File: src/design/pidc_pkg.sv
// Shared types and constants for the conditional anti-windup PID controller.
`default_nettype none

package pidc_pkg;

  localparam int unsigned ErrW    = 16;
  localparam int unsigned DtW     = 16;
  localparam int unsigned GainW   = 32;
  localparam int unsigned IntW    = 32;
  localparam int unsigned IBoundW = 31;
  localparam int unsigned OBoundW = 15;
  localparam int unsigned CfgIdxW = 3;
  localparam int unsigned CfgW    = 32;
  localparam int unsigned QuotW   = 32;
  localparam int unsigned ProdW   = 64;
  localparam int unsigned DivCntW = 5;

  localparam logic [CfgIdxW-1:0] CFG_GAIN_P  = 3'd0;
  localparam logic [CfgIdxW-1:0] CFG_GAIN_I  = 3'd1;
  localparam logic [CfgIdxW-1:0] CFG_GAIN_D  = 3'd2;
  localparam logic [CfgIdxW-1:0] CFG_IBOUND  = 3'd3;
  localparam logic [CfgIdxW-1:0] CFG_OBOUND  = 3'd4;

  typedef enum logic [3:0] {
    S_IDLE,
    S_DIV,
    S_PD,
    S_DD,
    S_ID,
    S_PROV,
    S_INT,
    S_I2,
    S_SUM,
    S_FIN
  } state_e;

  typedef struct packed {
    logic             start;
    logic [ErrW-1:0]  mag;
    logic [DtW-1:0]   divisor;
  } div_req_t;

  typedef struct packed {
    logic             busy;
    logic             done;
    logic [QuotW-1:0] quot;
  } div_rsp_t;

endpackage

`default_nettype wire

File: src/design/pidc_div.sv
// Bit-serial restoring divider: (mag * 2^16) / divisor, one quotient bit per cycle.
`default_nettype none

module pidc_div (
  input  wire logic             clk_i,
  input  wire logic             rst_ni,
  input  wire pidc_pkg::div_req_t req_i,
  output pidc_pkg::div_rsp_t    rsp_o
);
  import pidc_pkg::*;

  logic               busy_q, busy_d;
  logic               done_q, done_d;
  logic [DivCntW-1:0] cnt_q, cnt_d;
  logic [QuotW-1:0]   quo_q, quo_d;
  logic [DtW-1:0]     rem_q, rem_d;
  logic [DtW-1:0]     dvs_q, dvs_d;
  logic [DtW:0]       rem_sh;
  logic               take;

  always_comb begin
    rem_sh = {rem_q, quo_q[QuotW-1]};
    take   = (rem_sh >= {1'b0, dvs_q});
    busy_d = busy_q;
    done_d = 1'b0;
    cnt_d  = cnt_q;
    quo_d  = quo_q;
    rem_d  = rem_q;
    dvs_d  = dvs_q;
    if (req_i.start) begin
      busy_d = 1'b1;
      cnt_d  = '0;
      quo_d  = {req_i.mag, {(QuotW-ErrW){1'b0}}};
      rem_d  = '0;
      dvs_d  = req_i.divisor;
    end else if (busy_q) begin
      quo_d = {quo_q[QuotW-2:0], take};
      rem_d = take ? DtW'(rem_sh - {1'b0, dvs_q}) : rem_sh[DtW-1:0];
      cnt_d = cnt_q + DivCntW'(1);
      if (cnt_q == '1) begin
        busy_d = 1'b0;
        done_d = 1'b1;
      end
    end
  end

  always_ff @(posedge clk_i or negedge rst_ni) begin
    if (!rst_ni) begin
      busy_q <= 1'b0;
      done_q <= 1'b0;
      cnt_q  <= '0;
    end else begin
      busy_q <= busy_d;
      done_q <= done_d;
      cnt_q  <= cnt_d;
    end
  end

  always_ff @(posedge clk_i) begin
    quo_q <= quo_d;
    rem_q <= rem_d;
    dvs_q <= dvs_d;
  end

  assign rsp_o.busy = busy_q;
  assign rsp_o.done = done_q;
  assign rsp_o.quot = quo_q;

  assert property (@(posedge clk_i) disable iff (!rst_ni) req_i.start |=> busy_q)
    else $error("divider did not start");
  assert property (@(posedge clk_i) disable iff (!rst_ni) done_q |-> !busy_q)
    else $error("divider done while busy");
  assert property (@(posedge clk_i) disable iff (!rst_ni) busy_q |-> !done_q && rem_q < dvs_q)
    else $error("divider remainder out of range");

endmodule

`default_nettype wire

File: src/design/pid_conditional_antiwindup.sv
// Top level of the fixed-point PID controller with conditional-integration anti-windup.
//
// Input stream (s_axis): one transfer carries an error sample (Q7.8) and a time
// step (Q0.16 s) in tdata, and a clear request in tuser. Every input transfer
// yields exactly one output transfer (m_axis) holding the clamped drive (Q7.8).
// Configuration: cfg_we_i writes cfg_data_i into register cfg_idx_i (0 gain_p,
// 1 gain_i, 2 gain_d, 3 integral bound, 4 output bound); the user must write it only
// while idle, as the block itself does not enforce this.
// A sample with a nonzero time step goes through the bit-serial divider for the
// derivative, followed by five passes through the shared 32x32 multiplier.
// A zero time step skips the divider; a clear request produces drive 0.
// One sample is in work at a time; s_axis_tready is high only while the
// sequencer is idle, so a new sample is taken only once the last one is through.
// The result sits in an output register, so the next sample is taken while it
// waits; if the receiver stalls, the sequencer holds in its last step until the
// register frees up.
// Reset clears the integral and previous error, zeroes the gains, and sets both
// bounds to their maximum.
`default_nettype none

module pid_conditional_antiwindup (
  input  wire logic                          clk_i,
  input  wire logic                          rst_ni,
  input  wire logic                          s_axis_tvalid,
  output logic                               s_axis_tready,
  input  wire logic [31:0]                   s_axis_tdata,  // error_sample, time_step
  input  wire logic                          s_axis_tuser,  // clear_state
  output logic                               m_axis_tvalid,
  input  wire logic                          m_axis_tready,
  output logic [15:0]                        m_axis_tdata,  // drive
  input  wire logic                          cfg_we_i,
  input  wire logic [pidc_pkg::CfgIdxW-1:0]  cfg_idx_i,
  input  wire logic [pidc_pkg::CfgW-1:0]     cfg_data_i
);
  import pidc_pkg::*;

  state_e state_q, state_d;

  logic signed [GainW-1:0] gain_p_q, gain_i_q, gain_d_q;
  logic [IBoundW-1:0]      ibound_q;
  logic [OBoundW-1:0]      obound_q;

  logic signed [IntW-1:0]  integ_q;
  logic signed [ErrW-1:0]  last_q;

  logic signed [ErrW-1:0]  e_q;
  logic [DtW-1:0]          dt_q;
  logic                    clr_q;
  logic                    neg_q;
  logic signed [QuotW-1:0] deriv_q;
  logic signed [ProdW-1:0] prod_q, acc_q, sum_q;
  logic                    out_valid_q;
  logic [ErrW-1:0]         out_data_q;

  logic signed [ErrW-1:0]  in_err;
  logic [DtW-1:0]          in_dt;
  logic                    accept;
  logic signed [ErrW:0]    diff;
  logic [ErrW:0]           diff_abs;
  logic signed [GainW-1:0] mul_a, mul_b;
  logic signed [ProdW-1:0] prod_d;
  logic signed [ProdW-1:0] lim, neg_lim, ishr, clamped;
  logic                    worsen;
  logic signed [IntW+1:0]  ni, ib_pos, ib_neg;
  logic signed [IntW-1:0]  ni_clamp;
  logic signed [QuotW-1:0] deriv_d;
  logic                    out_free;
  div_req_t                div_req;
  div_rsp_t                div_rsp;

  assign in_err   = s_axis_tdata[ErrW-1:0];
  assign in_dt    = s_axis_tdata[ErrW+DtW-1:ErrW];
  assign accept   = s_axis_tvalid && s_axis_tready;
  assign out_free = !out_valid_q || m_axis_tready;

  assign diff     = {in_err[ErrW-1], in_err} - {last_q[ErrW-1], last_q};
  assign diff_abs = diff[ErrW] ? (ErrW+1)'(-diff) : diff;

  assign div_req.start   = accept && !s_axis_tuser && (in_dt != '0);
  assign div_req.mag     = diff_abs[ErrW-1:0];
  assign div_req.divisor = in_dt;

  pidc_div u_div (
    .clk_i  (clk_i),
    .rst_ni (rst_ni),
    .req_i  (div_req),
    .rsp_o  (div_rsp)
  );

  // signed quotient, saturated to 32 bits
  always_comb begin
    if (!neg_q) begin
      deriv_d = div_rsp.quot[QuotW-1] ? {1'b0, {(QuotW-1){1'b1}}} : div_rsp.quot;
    end else if (div_rsp.quot[QuotW-1] && (|div_rsp.quot[QuotW-2:0])) begin
      deriv_d = {1'b1, {(QuotW-1){1'b0}}};
    end else begin
      deriv_d = -div_rsp.quot;
    end
  end

  // next state
  always_comb begin
    state_d = state_q;
    case (state_q)
      S_IDLE: begin
        if (accept) begin
          if (s_axis_tuser) begin
            state_d = S_FIN;
          end else if (in_dt == '0) begin
            state_d = S_PD;
          end else begin
            state_d = S_DIV;
          end
        end
      end
      S_DIV:  if (div_rsp.done) state_d = S_PD;
      S_PD:   state_d = S_DD;
      S_DD:   state_d = S_ID;
      S_ID:   state_d = S_PROV;
      S_PROV: state_d = S_INT;
      S_INT:  state_d = S_I2;
      S_I2:   state_d = S_SUM;
      S_SUM:  state_d = S_FIN;
      S_FIN:  if (out_free) state_d = S_IDLE;
      default: state_d = S_IDLE;
    endcase
  end

  // multiplier operand select and s_axis_tready
  always_comb begin
    s_axis_tready = 1'b0;
    mul_a = gain_p_q;
    mul_b = GainW'(e_q);
    case (state_q)
      S_IDLE: s_axis_tready = 1'b1;
      S_PD: begin
        mul_a = gain_p_q;
        mul_b = GainW'(e_q);
      end
      S_DD: begin
        mul_a = gain_d_q;
        mul_b = deriv_q;
      end
      S_ID, S_I2: begin
        mul_a = gain_i_q;
        mul_b = integ_q;
      end
      S_PROV: begin
        mul_a = GainW'(e_q);
        mul_b = $signed(GainW'(dt_q));
      end
      default: begin
        mul_a = gain_p_q;
        mul_b = GainW'(e_q);
      end
    endcase
  end

  assign prod_d  = mul_a * mul_b;
  assign ishr    = prod_q >>> 16;
  assign lim     = $signed({{(ProdW-OBoundW-16){1'b0}}, obound_q, 16'h0000});
  assign neg_lim = -lim;
  assign worsen  = ((sum_q > lim) && !e_q[ErrW-1] && (e_q != '0)) ||
                   ((sum_q < neg_lim) && e_q[ErrW-1]);

  assign ni     = {{2{integ_q[IntW-1]}}, integ_q} + prod_q[IntW+1:0];
  assign ib_pos = $signed({3'b000, ibound_q});
  assign ib_neg = -ib_pos;

  always_comb begin
    if (ni > ib_pos) begin
      ni_clamp = ib_pos[IntW-1:0];
    end else if (ni < ib_neg) begin
      ni_clamp = ib_neg[IntW-1:0];
    end else begin
      ni_clamp = ni[IntW-1:0];
    end
    if (sum_q > lim) begin
      clamped = lim;
    end else if (sum_q < neg_lim) begin
      clamped = neg_lim;
    end else begin
      clamped = sum_q;
    end
  end

  always_ff @(posedge clk_i or negedge rst_ni) begin
    if (!rst_ni) begin
      state_q     <= S_IDLE;
      gain_p_q    <= '0;
      gain_i_q    <= '0;
      gain_d_q    <= '0;
      ibound_q    <= '1;
      obound_q    <= '1;
      integ_q     <= '0;
      last_q      <= '0;
      out_valid_q <= 1'b0;
    end else begin
      state_q <= state_d;
      if (cfg_we_i) begin
        case (cfg_idx_i)
          CFG_GAIN_P: gain_p_q <= cfg_data_i;
          CFG_GAIN_I: gain_i_q <= cfg_data_i;
          CFG_GAIN_D: gain_d_q <= cfg_data_i;
          CFG_IBOUND: ibound_q <= cfg_data_i[IBoundW-1:0];
          CFG_OBOUND: obound_q <= cfg_data_i[OBoundW-1:0];
          default: ;
        endcase
      end
      if (accept) begin
        last_q <= s_axis_tuser ? '0 : in_err;
        if (s_axis_tuser) begin
          integ_q <= '0;
        end
      end
      if (state_q == S_INT && !worsen) begin
        integ_q <= ni_clamp;
      end
      if (state_q == S_FIN && out_free) begin
        out_valid_q <= 1'b1;
      end else if (m_axis_tready) begin
        out_valid_q <= 1'b0;
      end
    end
  end

  always_ff @(posedge clk_i) begin
    prod_q <= prod_d;
    if (accept) begin
      e_q     <= in_err;
      dt_q    <= in_dt;
      clr_q   <= s_axis_tuser;
      neg_q   <= diff[ErrW];
      deriv_q <= '0;
    end
    if (state_q == S_DIV && div_rsp.done) begin
      deriv_q <= deriv_d;
    end
    case (state_q)
      S_DD:   acc_q <= prod_q;
      S_ID:   acc_q <= acc_q + prod_q;
      S_PROV: sum_q <= acc_q + ishr;
      S_SUM:  sum_q <= acc_q + ishr;
      default: ;
    endcase
    if (state_q == S_FIN && out_free) begin
      out_data_q <= clr_q ? '0 : clamped[ErrW+15:16];
    end
  end

  assign m_axis_tvalid = out_valid_q;
  assign m_axis_tdata  = out_data_q;

  assert property (@(posedge clk_i) disable iff (!rst_ni) accept |=> !s_axis_tready)
    else $error("input taken while busy");
  assert property (@(posedge clk_i) disable iff (!rst_ni) div_rsp.done |-> state_q == S_DIV)
    else $error("divider finished outside its step");
  assert property (@(posedge clk_i) disable iff (!rst_ni) s_axis_tready |-> !div_rsp.busy)
    else $error("ready while divider busy");
  assert property (@(posedge clk_i) disable iff (!rst_ni)
    accept && s_axis_tuser |=> integ_q == '0 && last_q == '0)
    else $error("clear did not zero state");
  assert property (@(posedge clk_i) disable iff (!rst_ni)
    $rose(m_axis_tvalid) |->
      ($signed(m_axis_tdata) <= $signed({1'b0, obound_q})) &&
      ($signed(m_axis_tdata) >= -$signed({1'b0, obound_q})))
    else $error("drive beyond output bound");

endmodule

`default_nettype wire

File: config.mk
export PLATFORM = sky130hd
export DESIGN_NAME = pid_conditional_antiwindup
export DESIGN_NICKNAME = d
export VERILOG_FILES = /design/src/design/pidc_pkg.sv /design/src/design/pidc_div.sv /design/src/design/pid_conditional_antiwindup.sv
export SDC_FILE = /design/constraint.sdc
export NUM_CORES = 2
export LEC_CHECK = 0
export BUFFER_PORTS_ARGS = -buffer_cell sky130_fd_sc_hd__buf_2
export CAP_MARGIN = 10
export CORE_MARGIN = 2
export CORE_UTILIZATION = 45
export CTS_CLUSTER_SIZE = 40
export DETAILED_ROUTE_END_ITERATION = 7
export GPL_ROUTABILITY_DRIVEN = 0
export PLACE_DENSITY = 0.57
export SYNTH_ARGS = -nofsm -noshare
export SYNTH_HDL_FRONTEND = slang
export SYNTH_SLANG_ARGS = --single-unit
export TNS_END_PERCENT = 100
File: constraint.sdc
create_clock -name clk_i -period 15 [get_ports clk_i]
set_clock_uncertainty 0.05 [all_clocks]
set_input_delay 2.25 -clock clk_i [delete_from_list [all_inputs] [get_ports clk_i]]
set_output_delay 2.25 -clock clk_i [all_outputs]
set_load 0.01 [all_outputs]
## Word level (Yosys, flattened, before mapping)

Index checks and enable logic that the tools add are counted.

| word-level totals | value |
|---|---|
| register bits after elaboration | 540 |
| bits of input ports | 73 |
| output and inout bits | 18 |
| logic and storage cells | 134 |

| operators by class | value |
|---|---|
| add/sub/neg operators | 10 |
| multipliers | 1 |
| $lt $le $gt $ge | 5 |
| equality and inequality tests | 17 |
| mux-type cells | 37 |
| reduce and logical (&&, ||, !) cells | 38 |

Operators by type and width:

| cell | number |
|---|---|
| 32-bit two-way mux | 12 |
| 32-bit one-hot mux with 3 select lines | 2 |
| 64-bit one-hot mux with 2 select lines | 1 |
| 64-bit by 48-bit adder with 64-bit output | 1 |
| 64-bit adder | 1 |
| 64-bit by 32-bit > comparator with 1-bit output | 1 |
| 64-bit less-than comparator | 1 |
| 32-bit by 32-bit multiplier with 64-bit output | 1 |
| 31-bit negator with 64-bit output | 1 |
| 31-bit two-way mux | 2 |
| 16-bit two-way mux | 3 |
| 4-bit one-hot mux with 10 select lines | 1 |
| 34-bit adder | 1 |
| 34-bit by 32-bit > comparator with 1-bit output | 1 |
| 34-bit less-than comparator | 1 |
| 31-bit negator with 34-bit output | 1 |
| 32-bit negator | 1 |
| 16-bit nonzero test | 2 |
| 31-bit OR reduction | 1 |
| 17-bit by 16-bit greater-or-equal comparator with 1-bit output | 1 |
| 16-bit by 16-bit subtractor with 17-bit output | 1 |
| 4-bit by 3-bit == test with 1-bit output, second input constant | 4 |
| 16-bit zero test | 1 |
| 4-bit two-way mux | 4 |
| other kinds (24) | 62 |

## Logic depth before layout (Yosys ltp)

| logic depth | value |
|---|---|
| depth after elaboration | 8 |
| gate-level depth with buffers | 38 |
| gate-level depth less buffers | 32 |

## Modules after synthesis

A second synthesis with hierarchy kept.

| second synthesis, totals | value |
|---|---|
| cell total of the unflattened synthesis | 8,012 |
| area, all modules | 72,662.2 um^2 |

By module, submodules not included:

| module | times used | cells an instance | area each (um^2) | seq. area each (um^2) |
|---|---|---|---|---|
| pid_conditional_antiwindup | 1 | 7,651 | 68,917.3 | 12,524.5 |
| pidc_div | 1 | 361 | 3,744.8 | 1,776.7 |

## Least setup slack after synthesis

No wires, ideal clock.

| timing | value |
|---|---|
| path kind | flip-flop to flip-flop |
| start | register state_q[3] |
| end | register prod_q[59] |
| setup time | 0.132 ns |
| arrival | 9.456 ns |
| required time | 14.818 ns |
| path slack | 5.362 ns |
| stages on the path, launching flop included | 33 |
| path buffers | 5 |
| period minus slack after synthesis | 9.638 ns |
| path through | dfrtp_1 > clkbuf_1 > nand2b_1 > nor3_2 > clkbuf_1 > buf_2 > a22oi_1 > nand2_1 > o21a_1 > clkbuf_1 > buf_1 > nand2_1 > inv_1 > fa_1 > inv_1 > fa_1 > inv_1 > fa_1 > fa_1 > inv_1 > fa_1 > inv_1 > fa_1 > fa_1 > fa_1 > ha_1 > a21o_1 > a21o_1 > or3b_2 > a211o_1 > nand3b_1 > a21oi_1 > or3b_2 |

| on the way | value |
|---|---|
| cells in the longest elaborated chain, start to end | 4 |
| elaborated cells on any way between the ends | 8 |
| classes of those cells | 1 x mul; 4 x eq/ne; 2 x mux; 1 x reduce/logical |

RTL lines:

| item | line | RTL |
|---|---|---|
| start: declaration | pid_conditional_antiwindup.sv:37 | `state_e state_q, state_d;` |
| start signal: assignment | pid_conditional_antiwindup.sv:199 | `state_q <= state_d;` |
| 4-bit by 3-bit == test with 1-bit output | pid_conditional_antiwindup.sv:134 | `case (state_q)` |
| 2-bit OR reduction | pid_conditional_antiwindup.sv:134 |  |
| 32-bit one-hot mux with 3 select lines | pid_conditional_antiwindup.sv:134 |  |
| 32-bit by 32-bit multiplier with 64-bit output (*) | pid_conditional_antiwindup.sv:159 | `assign prod_d = mul_a * mul_b;` |
| named net prod_d[59] | pid_conditional_antiwindup.sv:61 | `logic signed [ProdW-1:0] prod_d;` |
| end signal: assignment | pid_conditional_antiwindup.sv:228 | `prod_q <= prod_d;` |
| end: declaration | pid_conditional_antiwindup.sv:51 | `logic signed [ProdW-1:0] prod_q, acc_q, sum_q;` |

The timed path passes the listed nets; every way through them passes the cells marked *.
A chain may end at the register's enable or synchronous reset.

## Final worst setup path

| timing | value |
|---|---|
| start | register state_q[1] |
| end | register prod_q[62] |

The elaborated chain is that of the path after synthesis.

==> metrics.yaml <==
grt:
  grt_max_degree: 81
  overflow: 0
  grt_usage_pct: 30.82
  grt_pass1_wl_um: 377000
  grt_antenna_before_repair: 17
  grt_pass1_vias: 59270
synth:
  synth.avg_cell_area_um2: 9.118
  synth.distinct_cells: 104
  synth_cells: 7951
  synth_edf_count: 242
  syn_nets: 9620
  yosysWarnings: 0
  synth_seq_cells: 540
  synth_area_mm2: 0.07249
  ys_seq_area_share_pct: 19.73
  async_reset_ff_share_pct: 37.41
  ys.flop_type: "edfxtp_1"
setup_path:
  rrSetupSlack_ns: 3.21
  slowest_stage: "clkinv_1"
  path_max_fanout: 61
  critPathMostFrequentCell: "fa_1"
  regToRegEndpoint: "prod_q[62]"
  critPathLaunchType: "register"
  r2r-start: "state_q[1]"
  r2r_cells: 28
  required_ns: 15.50
  critical_path.max_stage_delay_ns: 1.16
  crit_path_end_kind: "register"
  crit_arrival_ns: 12.30
  worstSetupPathType: "register to register"
finish:
  drive_gt1_share_pct: 7.767
  layout_commonest_cell: "inv_1"
  layout_common_cells: "inv_1, fa_1, nand2_1"
  seq_area_mm2: 0.01430
  multi_input_area_mm2: 0.05271
  syn_to_final_growth_pct: 7.247
  fillers: 15120
  nNetsFinal: 9536
timing:
  fmax_ghz: 0.08480
  slew_headroom_pct: 17.28
  grt_setup_unrepaired: "false"
  period_share_pct: 78.62
  slew_violations: 0
  tns_ns: 0
  fin_crit_ns: 11.79
  tightest_slew_ns: 1.235
  hold_viol_final: 0
  setup_viol: 0
route:
  drtPass1Iterations: 8
  wl_um: 250600
  ant_nets: 0
  drt_iter0_markers: 5887
  wl_per_cell_um: 24.85
  drc: 2
  vias_per_cell: 5.841
  vias: 58910
clocking:
  ctsHoldBuffers: 0
  htreeDepth: 3
  clockBufferDepth: 3
  clock_sinks: 540
  worstSkewPairLatency_ns: 0.66
  cts_tree: "yes"
  cts.clk_slew.worst_paths_ns: 0.06
  cts_root_buffer: "clkbuf_16"
  cts-buffers-inserted: 66
  ctsResizeCount: 0
  cts_setup_buffers: 0
placement:
  dp_hpwl_um: 194600
  port_buffers: 90
floorplan:
  die_y_um: 405.4
  io_pins: 91
  core-area_mm2: 0.1602
  start_util_pct: 45.25
  die_w_um: 405.4
  die_area_mm2: 0.1643
  rows: 147
outcome:
  violations: "design-rule violations"
  status: "finished with violations"
min_path:
  holdPathEnd: "u_div.rem_q[15]"
  hold_class: "register to register"
  hp-start: "u_div.rem_q[15]"
  worstHoldPathCells: 2
job:
  maxCapViolCount: 0
## worst max path at each step
stage | from | end | slack, ns | depth (start not counted)
after detailed placement | state_q[1] | prod_q[62] | 3.45 | 28
after CTS | state_q[1] | prod_q[62] | 3.45 | 28
after global placement | state_q[1] | prod_q[62] | 3.64 | 28
final | state_q[1] | prod_q[62] | 3.21 | 28
after floorplan | state_q[3] | prod_q[59] | 5.36 | 32
after global routing | state_q[1] | prod_q[62] | 2.74 | 28
## cells in the mapped netlist, types with 91 or more instances
master | instances | area, um2
o21ai_0 | 318 | 1592
clkbuf_1 | 332 | 1246
edfxtp_1 | 242 | 7267
fa_1 | 1087 | 21760
nor3_1 | 92 | 460.4
mux2_2 | 137 | 1543
ha_1 | 509 | 6369
xor2_1 | 94 | 823.3
dfrtp_1 | 156 | 3904
inv_1 | 1145 | 4298
dfxtp_1 | 96 | 1922
a21oi_1 | 380 | 1902
nor2_1 | 814 | 3055
nand2_1 | 926 | 3476
nand3_1 | 123 | 615.6
nand4_1 | 91 | 569.3
a21o_1 | 189 | 1419
xnor2_1 | 188 | 1647
## cell families after synthesis
logic type | synth area share, %
compound gates | 12.55
xor+xnor | 3.429
fa+ha+maj | 38.80
buf+inv | 7.905
flops | 19.73
mux | 2.749
simple gates | 14.83
## layout make-up
class / count / area share [%]
repair buffers: 220 / 1.846
flip-flops and latches: 540 / 18.40
multi-input cells: 5890 / 67.80
inverters: 1149 / 5.547
clock inverters: 32 / 0.4780
clock buffers: 87 / 2.441
diodes: 6 / 0.01931
well taps: 2160 / 3.476
## per-stage QoR
step	worst slack, ns	instance area [um2]	instances	util (%)	hold WS (ns)
global placement	3.635	75460	9958	47.10	0.4062
finish	3.208	77750	10080	48.53	0.4179
global route	2.738	77730	10080	48.52	0.4433
CTS	3.450	77730	10080	48.52	0.4229
detailed placement	3.450	75460	9958	47.10	0.4129
floorplan	5.362	72490	7951	-	0.3952
## routing by layer
| metal | track usage, % | share of wire, % | vias up |
|---|---|---|---|
| met5 | 1.308 | 0.12 | - |
| met4 | 11.70 | 4.6 | 12 |
| met3 | 8.645 | 11 | 544 |
| met2 | 46.32 | 43 | 2765 |
| met1 | 42.12 | 42 | 29540 |
| li1 | - | - | 26050 |
## sequential cells by signal (all words and copies together) (netlist names), 31 cells and up
register	count
acc_q	64
deriv_q	32
gain_d_q	32
gain_i_q	32
gain_p_q	32
ibound_q	31
integ_q	32
prod_q	64
sum_q	64
u_div.quo_q	32
## critical path, delay by kind of cell (launching register included)
| kind | cells | cell delay [ns] |
|---|---|---|
| adders and majority gates | 9 | 4.68 |
| AOI/OAI and AO/OA | 9 | 2.82 |
| buffers and inverters | 5 | 1.91 |
| and+or+nand+nor | 5 | 1.52 |
| DFF | 1 | 0.63 |
Power is not shown: default switching activity piles up to over one toggle a cycle in this logic, so the estimate is an artifact.
